### config.mk
export PLATFORM = sky130hd
export DESIGN_NAME = typed_value_memory_scan_top
export DESIGN_NICKNAME = d
export VERILOG_FILES = /design/src/design/tvms_pkg.sv /design/src/design/tvms_cell.sv /design/src/design/tvms_compare.sv /design/src/design/typed_value_memory_scan_top.sv
export SDC_FILE = /design/constraint.sdc
export NUM_CORES = 1
export LEC_CHECK = 0
export BUFFER_PORTS_ARGS = -buffer_cell sky130_fd_sc_hd__buf_2
export CAP_MARGIN = 20
export CORE_UTILIZATION = 46
export CTS_CLUSTER_SIZE = 30
export DETAILED_ROUTE_END_ITERATION = 12
export PLACE_DENSITY = 0.72
export SLEW_MARGIN = 0
export SYNTH_ARGS = -nofsm -noshare
export SYNTH_HDL_FRONTEND = slang
export SYNTH_SLANG_ARGS = --single-unit
export TNS_END_PERCENT = 100
### constraint.sdc
create_clock -name clk -period 8.9 [get_ports clk]
set_clock_uncertainty 0.2 [all_clocks]
set_input_delay 2.225 -clock clk [delete_from_list [all_inputs] [get_ports clk]]
set_output_delay 2.225 -clock clk [all_outputs]
set_load 0.01 [all_outputs]
### src/design/tvms_pkg.sv
// package for the typed value memory scanner
// holds type codes, compare codes, config register indices, cell bus type and size helper; no dependencies
package tvms_pkg;
  localparam int unsigned WinBytes = 8;

  typedef enum logic [3:0] {
    TY_U8 = 4'd0, TY_I8 = 4'd1, TY_U16 = 4'd2, TY_I16 = 4'd3, TY_U32 = 4'd4,
    TY_I32 = 4'd5, TY_U64 = 4'd6, TY_I64 = 4'd7, TY_F32 = 4'd8, TY_F64 = 4'd9
  } value_type_t;

  localparam logic [1:0] CMP_EQ = 2'd0;
  localparam logic [1:0] CMP_GT = 2'd1;
  localparam logic [1:0] CMP_LT = 2'd2;

  localparam logic [1:0] REG_TYPE = 2'd0;
  localparam logic [1:0] REG_MODE = 2'd1;
  localparam logic [1:0] REG_TARGET = 2'd2;
  localparam logic [1:0] REG_ALIGN = 2'd3;

  // item handed from cell to cell
  typedef struct packed {
    logic [7:0]  data;
    logic        first;
  } cell_bus_t;

  // value size in bytes minus one
  function automatic logic [2:0] size_m1(input logic [3:0] t);
    logic [2:0] r;
    begin
      if (t <= 4'd1) r = 3'd0;
      else if (t <= 4'd3) r = 3'd1;
      else if (t <= 4'd5 || t == 4'd8) r = 3'd3;
      else r = 3'd7;
      return r;
    end
  endfunction
endpackage

### src/design/tvms_cell.sv
// one byte cell of the window chain
// depends on tvms_pkg
module tvms_cell (
  input  logic                clk,
  input  logic                rst,
  input  logic                shift,
  input  tvms_pkg::cell_bus_t din,
  output tvms_pkg::cell_bus_t dout
);
  import tvms_pkg::*;

  // byte moves one cell per accepted transfer
  always_ff @(posedge clk) begin
    if (rst) begin
      dout <= '0;
    end else if (shift) begin
      dout <= din;
    end
  end
endmodule

### src/design/tvms_compare.sv
// compares the assembled value against the target
// depends on tvms_pkg
module tvms_compare (
  input  logic [3:0]  val_type,
  input  logic [1:0]  compare_mode,
  input  logic [63:0] target_value,
  input  logic [63:0] value,
  output logic        hit
);
  import tvms_pkg::*;

  logic [63:0] v;
  logic [63:0] t;
  logic [2:0]  sm1;
  logic        lt;
  logic        gt;
  logic        eq;
  logic        nan_v;
  logic        nan_t;
  logic        zero_both;
  logic        sa;
  logic        sb;
  logic [62:0] ma;
  logic [62:0] mb;

  // align value and target to 64 bits, map sign for ordering
  always_comb begin
    sm1 = size_m1(val_type);
    v = value >> {(3'd7 - sm1), 3'b000};
    t = target_value;
    unique case (sm1)
      3'd0: t = {56'd0, target_value[7:0]};
      3'd1: t = {48'd0, target_value[15:0]};
      3'd3: t = {32'd0, target_value[31:0]};
      default: t = target_value;
    endcase
    lt = 1'b0; gt = 1'b0; eq = 1'b0;
    nan_v = 1'b0; nan_t = 1'b0; zero_both = 1'b0;
    sa = 1'b0; sb = 1'b0; ma = '0; mb = '0;
    if (val_type == TY_F32 || val_type == TY_F64) begin
      if (val_type == TY_F32) begin
        sa = v[31]; sb = t[31];
        ma = {32'd0, v[30:0]}; mb = {32'd0, t[30:0]};
        nan_v = (v[30:23] == 8'hff) && (v[22:0] != '0);
        nan_t = (t[30:23] == 8'hff) && (t[22:0] != '0);
      end else begin
        sa = v[63]; sb = t[63];
        ma = v[62:0]; mb = t[62:0];
        nan_v = (v[62:52] == 11'h7ff) && (v[51:0] != '0);
        nan_t = (t[62:52] == 11'h7ff) && (t[51:0] != '0);
      end
      zero_both = (ma == '0) && (mb == '0);
      if (nan_v || nan_t) begin
        // unordered
      end else if (zero_both || (sa == sb && ma == mb)) begin
        eq = 1'b1;
      end else if (sa != sb) begin
        lt = sa; gt = sb;
      end else begin
        lt = sa ? (ma > mb) : (ma < mb);
        gt = !lt;
      end
    end else begin
      if (val_type[0]) begin
        v[{sm1, 3'b111}] = ~v[{sm1, 3'b111}];
        t[{sm1, 3'b111}] = ~t[{sm1, 3'b111}];
      end
      lt = v < t; gt = v > t; eq = v == t;
    end
    hit = 1'b0;
    if (val_type <= TY_F64) begin
      unique case (compare_mode)
        CMP_EQ:  hit = eq;
        CMP_GT:  hit = gt;
        CMP_LT:  hit = lt;
        default: hit = 1'b0;
      endcase
    end
  end
endmodule

### src/design/typed_value_memory_scan_top.sv
// top level of the typed value memory scanner
// depends on tvms_pkg, tvms_cell, tvms_compare
//
// usage:
//   s_axis carries one memory byte per transfer; tdata holds data_byte,
//   byte_address, span_start from bit 0 up. m_axis carries match_address.
//   config port: cfg_we, cfg_index (0 type, 1 mode, 2 target, 3 aligned),
//   cfg_data; write only while idle.
//   the last seven bytes sit in a chain of byte cells; each accepted byte
//   shifts the chain one cell. the new byte plus the chain feed one compare.
//   a match is registered in the output register and appears on m_axis in the cycle after the byte transfer.
//   throughput: one byte per cycle, set by the single compare stage and the
//   one-entry output register; the input stalls only while a result waits
//   and the output is stalled.
//   reset clears config, window, fill and offset; a stream without a span
//   start continues a span at offset zero.
//   a stalled receiver holds the result; s_axis_tready drops only while the
//   output register is full and not taken.
module typed_value_memory_scan_top (
  input  logic        clk,
  input  logic        rst,
  input  logic        s_axis_tvalid,
  output logic        s_axis_tready,
  input  logic [79:0] s_axis_tdata,   // data_byte[7:0], byte_address[71:8], span_start[72]
  output logic        m_axis_tvalid,
  input  logic        m_axis_tready,
  output logic [63:0] m_axis_tdata,   // match_address[63:0]
  input  logic        cfg_we,
  input  logic [1:0]  cfg_index,
  input  logic [63:0] cfg_data
);
  import tvms_pkg::*;

  logic [3:0]  val_type;
  logic [1:0]  compare_mode;
  logic [63:0] target_value;
  logic        aligned_scan;
  logic [2:0]  span_fill;
  logic [2:0]  span_offset;
  logic        acc;
  logic [7:0]  in_byte;
  logic [63:0] in_addr;
  logic        in_first;
  logic [2:0]  fill;
  logic [2:0]  offset;
  logic [2:0]  sm1;
  logic [2:0]  start_off;
  logic [63:0] combined;
  logic        hit;
  logic        ok;
  cell_bus_t   chain [WinBytes];

  assign in_byte  = s_axis_tdata[7:0];
  assign in_addr  = s_axis_tdata[71:8];
  assign in_first = s_axis_tdata[72];
  assign s_axis_tready = !m_axis_tvalid || m_axis_tready;
  assign acc = s_axis_tvalid && s_axis_tready;

  // config registers
  always_ff @(posedge clk) begin
    if (rst) begin
      val_type <= '0; compare_mode <= '0; target_value <= '0; aligned_scan <= 1'b0;
    end else if (cfg_we) begin
      unique case (cfg_index)
        REG_TYPE:   val_type <= cfg_data[3:0];
        REG_MODE:   compare_mode <= cfg_data[1:0];
        REG_TARGET: target_value <= cfg_data;
        REG_ALIGN:  aligned_scan <= cfg_data[0];
        default:    ;
      endcase
    end
  end

  // window chain: slot 0 is the incoming byte itself, the cells hold the earlier bytes
  assign chain[0] = '{data: in_byte, first: in_first};
  for (genvar i = 1; i < WinBytes; i++) begin : g_cell
    tvms_cell u_cell (.clk(clk), .rst(rst), .shift(acc), .din(chain[i-1]), .dout(chain[i]));
  end

  always_comb begin
    combined[63:56] = in_byte;
    for (int i = 1; i < WinBytes; i++) combined[63-8*i -: 8] = chain[i].data;
  end

  tvms_compare u_cmp (
    .val_type(val_type), .compare_mode(compare_mode), .target_value(target_value),
    .value(combined), .hit(hit)
  );

  // span position and match qualification
  always_comb begin
    fill = in_first ? 3'd0 : span_fill;
    offset = in_first ? 3'd0 : span_offset;
    sm1 = size_m1(val_type);
    start_off = offset - sm1;
    ok = hit && (fill >= sm1) && !(aligned_scan && ((start_off & sm1) != 3'd0));
  end

  always_ff @(posedge clk) begin
    if (rst) begin
      span_fill <= '0; span_offset <= '0;
    end else if (acc) begin
      span_fill <= (fill < 3'd7) ? fill + 3'd1 : 3'd7;
      span_offset <= offset + 3'd1;
    end
  end

  // output register
  always_ff @(posedge clk) begin
    if (rst) begin
      m_axis_tvalid <= 1'b0;
    end else if (s_axis_tready) begin
      m_axis_tvalid <= acc && ok;
    end
  end

  always_ff @(posedge clk) begin
    if (acc && ok) m_axis_tdata <= in_addr - {61'd0, sm1};
  end
endmodule

# == Word-level counts from Yosys, hierarchy flattened ==
# Cells that the tools add are included.
# word_totals
reg_bits,198
latchBits,0
ram_bits,0
mem_bits_ro,0
input_bits,151
elab_cells,132
n_memories,0
# op_classes
n_addsub,5
mul,0
n_div,0
n_lt_le_gt_ge,12
eq_ne,17
n_shift,1
mux,45
bitwise,3
reduce_logical,34
# op_table
cell,n
64-bit two-way mux,4
63-bit two-way mux,4
64-bit one-hot mux with 3 select lines,1
64-bit bitwise mux,2
63-bit zero test,2
52-bit nonzero test,2
64-bit equality test,1
64-bit > comparator,1
64-bit < comparator,1
64-bit by 6-bit right shift with 64-bit output,1
64-bit by 3-bit subtractor with 64-bit output,1
63-bit equality test,1
63-bit > comparator,1
63-bit < comparator,1
23-bit nonzero test,2
1-bit two-way mux,24
"11-bit equality test, second input constant",2
3-bit two-way mux,6
"8-bit equality test, second input constant",2
1-bit logical AND,12
"4-bit equality test, second input constant",2
2-bit AND reduction,4
"6-bit by 7-bit < comparator with 1-bit output, second input constant",1
"3-bit by 1-bit adder with 3-bit output, second input constant",2
25 further kinds,37

# == Logic depth before layout (Yosys ltp) ==
# logic_depth
ltp_word,21
depth_mapped,20
depth_no_buf,17

# == Cells and area by module ==
# A second synthesis with hierarchy kept.
# unflattened
cells_unflattened,1582
area_unflattened_um2,13449.1
# by_module_without_submodules
mod,instances,cells_each,area_each_um2,seq_area_each_um2
typed_value_memory_scan_top,1,636,6242.2,3483.3
tvms_compare,1,743,4973.5,0.0
tvms_cell,7,29,319.1,180.2

# == Worst setup path before layout ==
# Ideal clock, no wire load.
# synth_path
kind,in2reg
start,in s_axis_tdata[4]
end,"reg m_axis_tdata[0], enable pin"
setup_ns,0.507
arrival_time_ns,7.689
slack_ns,0.504
cell_stages,12
path_buffers,1
cell_sequence,clkbuf_2 -> mux2_2 -> mux2i_1 -> o21ai_0 -> ha_1 -> nand3_1 -> or3_1 -> or4_1 -> nor2_1 -> o21a_1 -> a21oi_1 -> a21oi_1
# synth_via
elab_chain_len,15
elab_cells_between_ends,43
# synth_rtl
item,line,text
start: declaration,typed_value_memory_scan_top.sv:24,"input logic [79:0] s_axis_tdata,"
64-bit by 6-bit right shift with 64-bit output (*),tvms_compare.sv:29,"v = value >> {(3'd7 - sm1), 3'b000};"
63-bit two-way mux,tvms_compare.sv:41,if (val_type == TY_F32) begin
63-bit two-way mux,tvms_compare.sv:40,if (val_type == TY_F32 || val_type == TY_F64) begin
63-bit < comparator or 63-bit > comparator (tied branches),tvms_compare.sv:60,lt = sa ? (ma > mb) : (ma < mb);
1-bit two-way mux,tvms_compare.sv:60,
1-bit zero test,tvms_compare.sv:61,gt = !lt;
1-bit two-way mux,tvms_compare.sv:57,end else if (sa != sb) begin
1-bit two-way mux,tvms_compare.sv:55,end else if (zero_both || (sa == sb && ma == mb)) begin
1-bit two-way mux,tvms_compare.sv:53,if (nan_v || nan_t) begin
1-bit two-way mux,tvms_compare.sv:40,
1-bit one-hot mux with 3 select lines (*),tvms_compare.sv:72,unique case (compare_mode)
1-bit two-way mux (*),tvms_compare.sv:71,if (val_type <= TY_F64) begin
1-bit logical AND (*) (2 in a row),typed_value_memory_scan_top.sv:96,ok = hit && (fill >= sm1) && !(aligned_scan && ((start_off & sm1) != 3'd0));
1-bit logical AND (*),typed_value_memory_scan_top.sv:118,"if (acc && ok) m_axis_tdata <= in_addr - {61'd0, sm1};"
end signal: assignment,typed_value_memory_scan_top.sv:118,
end: declaration,typed_value_memory_scan_top.sv:27,"output logic [63:0] m_axis_tdata,"
# Every way passes the cells marked *; elsewhere a longest branch is shown, timed or not. The select of a mux whose other input is x is not followed.
# A chain may end at the register's enable or synchronous reset.

# == Final worst setup path ==
# layout_path
start,in s_axis_tdata[7]
end,"reg m_axis_tdata[16], enable pin"
# layout_via
elab_chain_len,15
elab_cells_between_ends,50
# layout_rtl
item,line
64-bit by 6-bit right shift with 64-bit output (*),tvms_compare.sv:29
branches (longest 9 deep; another with 64-bit < comparator),--
1-bit one-hot mux with 3 select lines (*),tvms_compare.sv:72
1-bit two-way mux (*),tvms_compare.sv:71
1-bit logical AND (*) (2 in a row),typed_value_memory_scan_top.sv:96
1-bit logical AND (*),typed_value_memory_scan_top.sv:118
# Mark *: on every way between the ends. The select of a mux whose other input is x is not followed.

==> run_summary.xml <==
<?xml version="1.0" encoding="UTF-8"?>
<metrics>
  <group name="cts">
    <metric name="ctsLongestPathBuffers" unit="">2</metric>
    <metric name="cts-resized-gates" unit="">0</metric>
    <metric name="numClockSinks" unit="">198</metric>
    <metric name="h-tree-depth" unit="">4</metric>
    <metric name="clkTransAtPathRegs" unit="ps">90</metric>
    <metric name="cts.hold.buffers_added" unit="">0</metric>
    <metric name="tritoncts.num_buffers" unit="">17</metric>
    <metric name="postCtsSetupBuffers" unit="">0</metric>
    <metric name="tritoncts_clock_tree" unit="">yes</metric>
    <metric name="clk-insertion-delay-late" unit="ps">450</metric>
    <metric name="clk_root_buffer_cell" unit="">sky130_fd_sc_hd__clkbuf_16</metric>
  </group>
  <group name="setup_path">
    <metric name="critPathMaxFanout" unit="">49</metric>
    <metric name="worstSetupStartpointType" unit="">input pin</metric>
    <metric name="critPathCaptureType" unit="">flop</metric>
    <metric name="setup.reg_to_reg.worst_slack" unit="ps">2130</metric>
    <metric name="slowest_delay" unit="ps">910</metric>
    <metric name="critPathTopFamily" unit="">compound AO/OA/AOI/OAI gates</metric>
    <metric name="worstPathCellList" unit="">buf_2, mux2i_1, nand2_1, o21ai_0, nor2_1, ha_1, a21oi_1, o21a_1, o221ai_1, a2111oi_0, nand3_1, o21a_1, a21oi_1, a21oi_1, a21oi_4, buf_4</metric>
    <metric name="rr_startpoint" unit="">val_type[3]$_SDFFE_PP0P_</metric>
    <metric name="timing.setup.critical_path_class" unit="">in2reg</metric>
    <metric name="timing.critical_path.depth" unit="">16</metric>
    <metric name="crit_arrival" unit="ps">6720</metric>
    <metric name="worst-endpoint-required" unit="ps">8790</metric>
    <metric name="reg2reg_to" unit="">m_axis_tdata[16]$_DFFE_PP_</metric>
    <metric name="crit_path_start" unit="">s_axis_tdata[7]</metric>
    <metric name="critical_path.most_common_cell" unit="">sky130_fd_sc_hd__a21oi_1</metric>
    <metric name="reg2regPathDepth" unit="">17</metric>
    <metric name="critPathCapture" unit="">m_axis_tdata[16]$_DFFE_PP_</metric>
    <metric name="crit_slowest_cell" unit="">sky130_fd_sc_hd__a2111oi_0</metric>
    <metric name="timing.critical_path.buf_inv" unit="">2</metric>
  </group>
  <group name="run_status">
    <metric name="status" unit="">finished, final reports clean</metric>
  </group>
  <group name="die">
    <metric name="boundaryPins" unit="">217</metric>
    <metric name="die_y" unit="µm">169</metric>
    <metric name="initial_core_util" unit="">0.473</metric>
    <metric name="die_area" unit="µm²">28700</metric>
    <metric name="die-width" unit="µm">169</metric>
    <metric name="rows" unit="">60</metric>
    <metric name="placeableCoreArea" unit="µm²">27300</metric>
  </group>
  <group name="yosys">
    <metric name="synth_cells" unit="">1633</metric>
    <metric name="yosys.area_share.xor_xnor" unit="">0.0408</metric>
    <metric name="yosys-mux-area-fraction" unit="">0.0174</metric>
    <metric name="seq_area_frac_synth" unit="">0.357</metric>
    <metric name="synth_compound_gate_area_share" unit="">0.144</metric>
    <metric name="largest_family_of_logic_cells_by_synthesized_area" unit="">simple AND/OR/NAND/NOR gates</metric>
    <metric name="synth_edf_count" unit="">64</metric>
    <metric name="yosys_most_used_dff" unit="">sky130_fd_sc_hd__dfxtp_1</metric>
    <metric name="synth-async-reset-ratio" unit="">0</metric>
    <metric name="distinct_cell_type_count_of_the_synthesized_netlist" unit="">67</metric>
    <metric name="synthesized_netlist_net_count" unit="">1893</metric>
    <metric name="synth.avg_cell_area" unit="µm²">7.89</metric>
    <metric name="yosys.area_share.adder" unit="">0.107</metric>
    <metric name="synth_warnings" unit="">0</metric>
    <metric name="synth.ff_latch_count" unit="">198</metric>
    <metric name="synthesis.area" unit="µm²">12900</metric>
    <metric name="synth-simple-area-share" unit="">0.298</metric>
  </group>
  <group name="drt">
    <metric name="initialDrtViolationCount" unit="">1077</metric>
    <metric name="first_pass_iters" unit="">6</metric>
    <metric name="drc" unit="">0</metric>
    <metric name="viasPerCell" unit="">5.75</metric>
    <metric name="detailroute.via_count" unit="">12501</metric>
    <metric name="detail_route.wl_per_cell" unit="µm">17.2</metric>
    <metric name="drt_wirelength" unit="µm">37400</metric>
    <metric name="detail-route-antenna-nets" unit="">0</metric>
  </group>
  <group name="min_path">
    <metric name="min_path_type" unit="">reg2reg</metric>
    <metric name="cell_count_of_the_worst_hold_path" unit="">2</metric>
  </group>
  <group name="cells_and_area">
    <metric name="layout_common_cells" unit="">sky130_fd_sc_hd__nand2_1 (386), sky130_fd_sc_hd__buf_2 (208), sky130_fd_sc_hd__a21oi_1 (182)</metric>
    <metric name="syn2layout_area_growth" unit="%">15.4</metric>
    <metric name="most_common_cell_after_layout_fill_and_taps_aside" unit="">sky130_fd_sc_hd__nand2_1</metric>
    <metric name="layout-drive-gt1-share" unit="">0.154</metric>
    <metric name="insertedDiodeCount" unit="">0</metric>
    <metric name="final_design_area_no_fill" unit="µm²">14900</metric>
    <metric name="finalNetCount" unit="">2049</metric>
  </group>
  <group name="global_route">
    <metric name="grt_max_degree" unit="">104</metric>
    <metric name="grt_overflow_total" unit="">0</metric>
    <metric name="grt_first_pass_wirelength" unit="µm">59900</metric>
    <metric name="grt.total_usage" unit="">0.264</metric>
    <metric name="antenna_found_initial" unit="">0</metric>
    <metric name="grt_pass1_vias" unit="">11688</metric>
  </group>
  <group name="placement">
    <metric name="buffer_ports.inserted" unit="">209</metric>
    <metric name="gpl_wtd_cong" unit="">0.945</metric>
    <metric name="dpl-instance-area" unit="µm²">14200</metric>
    <metric name="place.detailed.hpwl" unit="µm">27800</metric>
  </group>
  <group name="timing">
    <metric name="totalNegativeSetupSlack" unit="ps">0</metric>
    <metric name="fin_crit_sh" unit="">0.768</metric>
    <metric name="post_route_minimum_period" unit="ps">6840</metric>
    <metric name="rsz0062_at_grt" unit="">false</metric>
    <metric name="finalMaxSlewViolations" unit="">0</metric>
    <metric name="final-hold-violation-count" unit="">0</metric>
    <metric name="worst_slew_margin_rel" unit="">0.258</metric>
    <metric name="pin_slew_with_the_least_headroom_to_its_limit" unit="ps">1110</metric>
    <metric name="timing.final.setup_violations" unit="">0</metric>
    <metric name="fmax" unit="GHz">0.146</metric>
  </group>
  <group name="power_and_ir_drop">
    <metric name="leakagePower" unit="nW">5.90</metric>
    <metric name="worst_ir_drop_vdd" unit="mV">0.0941</metric>
    <metric name="power.density" unit="nW/µm²">143</metric>
  </group>
  <group name="job">
    <metric name="maxCapViolCount" unit="">0</metric>
  </group>
</metrics>
## sequential cells by signal, summed over array words and instances, names as in the netlist
register	count
g_cell.u_cell.dout	56
m_axis_tdata	64
target_value	64
span_fill	3
val_type	4
m_axis_tvalid	1
compare_mode	2
aligned_scan	1
span_offset	3
## kinds of logic (layout without fill, tap and decap cells)
family,after synthesis,count (layout)
adder cells (fa/ha/maj),109,109
flip-flops,198,198
AO/OA/AOI/OAI,317,317
multiplexers,22,22
buffers and inverters,118,287
XOR/XNOR,60,60
AND/OR/NAND/NOR,809,809
## area by class of cell
cell class              count  area [µm²]
well taps                 372         465
flip-flops and latches    198        4600
fillers                  2592       12400
multi-input cells        1317        7860
inverters                  29         109
clock buffers              17         425
repair buffers            226        1210
clock inverters            15         193
## how the worst min path moves through the flow
stage / start / to / slack (ps)
after floorplan: span_offset[1]$_SDFFE_PP0P_ / span_offset[1]$_SDFFE_PP0P_ / 230
after global placement: g_cell[7].u_cell.dout[6]$_SDFFE_PP0P_ / g_cell[7].u_cell.dout[6]$_SDFFE_PP0P_ / 240
after detailed placement: g_cell[7].u_cell.dout[4]$_SDFFE_PP0P_ / g_cell[7].u_cell.dout[4]$_SDFFE_PP0P_ / 250
after CTS: g_cell[7].u_cell.dout[4]$_SDFFE_PP0P_ / g_cell[7].u_cell.dout[4]$_SDFFE_PP0P_ / 260
after global routing: g_cell[7].u_cell.dout[4]$_SDFFE_PP0P_ / g_cell[7].u_cell.dout[4]$_SDFFE_PP0P_ / 270
final: span_offset[1]$_SDFFE_PP0P_ / span_offset[1]$_SDFFE_PP0P_ / 260
## worst reg2reg max path, delay by kind of cell, from the launching register on
kind / cells / cell delay, ps
AO/OA/AOI/OAI: 9 / 3080
adder cells (fa/ha/maj): 1 / 260
buffers and inverters: 4 / 1670
flip-flops: 1 / 650
AND/OR/NAND/NOR: 3 / 550
## cells in the mapped netlist, types with 13 or more instances
cell                         n  area share
sky130_fd_sc_hd__xor2_1     34       0.023
sky130_fd_sc_hd__edfxtp_1   64        0.15
sky130_fd_sc_hd__or3_1      13      0.0063
sky130_fd_sc_hd__nor4_1     39       0.019
sky130_fd_sc_hd__a21oi_1   184       0.071
sky130_fd_sc_hd__nand4_1    26       0.013
sky130_fd_sc_hd__inv_1      28      0.0082
sky130_fd_sc_hd__o21ai_0    42       0.016
sky130_fd_sc_hd__nand3_1    32       0.012
sky130_fd_sc_hd__and2_1     60       0.029
sky130_fd_sc_hd__nor3_1     54       0.021
sky130_fd_sc_hd__a21o_1     14      0.0082
sky130_fd_sc_hd__mux2i_1    19       0.015
sky130_fd_sc_hd__nand2_1   387        0.11
sky130_fd_sc_hd__clkbuf_1   79       0.023
sky130_fd_sc_hd__dfxtp_1   134        0.21
sky130_fd_sc_hd__nand2b_1   25       0.012
sky130_fd_sc_hd__a211oi_1   15      0.0087
sky130_fd_sc_hd__ha_1      107        0.10
sky130_fd_sc_hd__or4_1      17      0.0099
sky130_fd_sc_hd__nor2_1    104       0.030
sky130_fd_sc_hd__xnor2_1    26       0.018
## power by group
part	total (mW)	internal, mW	leakage, nW	switching (mW)
sequential	0.988	0.961	1.67	0.0274
combinational	0.308	0.118	3.94	0.190
clock	0.824	0.409	0.302	0.415
total	2.12	1.49	5.90	0.632
## routing by layer
layer / share of wire / vias up / global-route usage
li1: - / 6069 / -
met1: 0.42 / 5777 / 0.334
met2: 0.46 / 542 / 0.433
met3: 0.077 / 113 / 0.0476
met4: 0.044 / 0 / 0.128
met5: 0 / - / 0
## per-stage QoR
step	hold WS, ps	util	power [mW]	worst slack, ps	std cells
floorplan	232	-	1.19	504	1633
global placement	239	0.522	1.30	1780	2141
detailed placement	245	0.522	1.31	1700	2141
CTS	256	0.545	2.13	2190	2173
global route	274	0.546	2.21	1960	2174
finish	257	0.546	2.12	2060	2174
(Power assumes the default switching activity.)
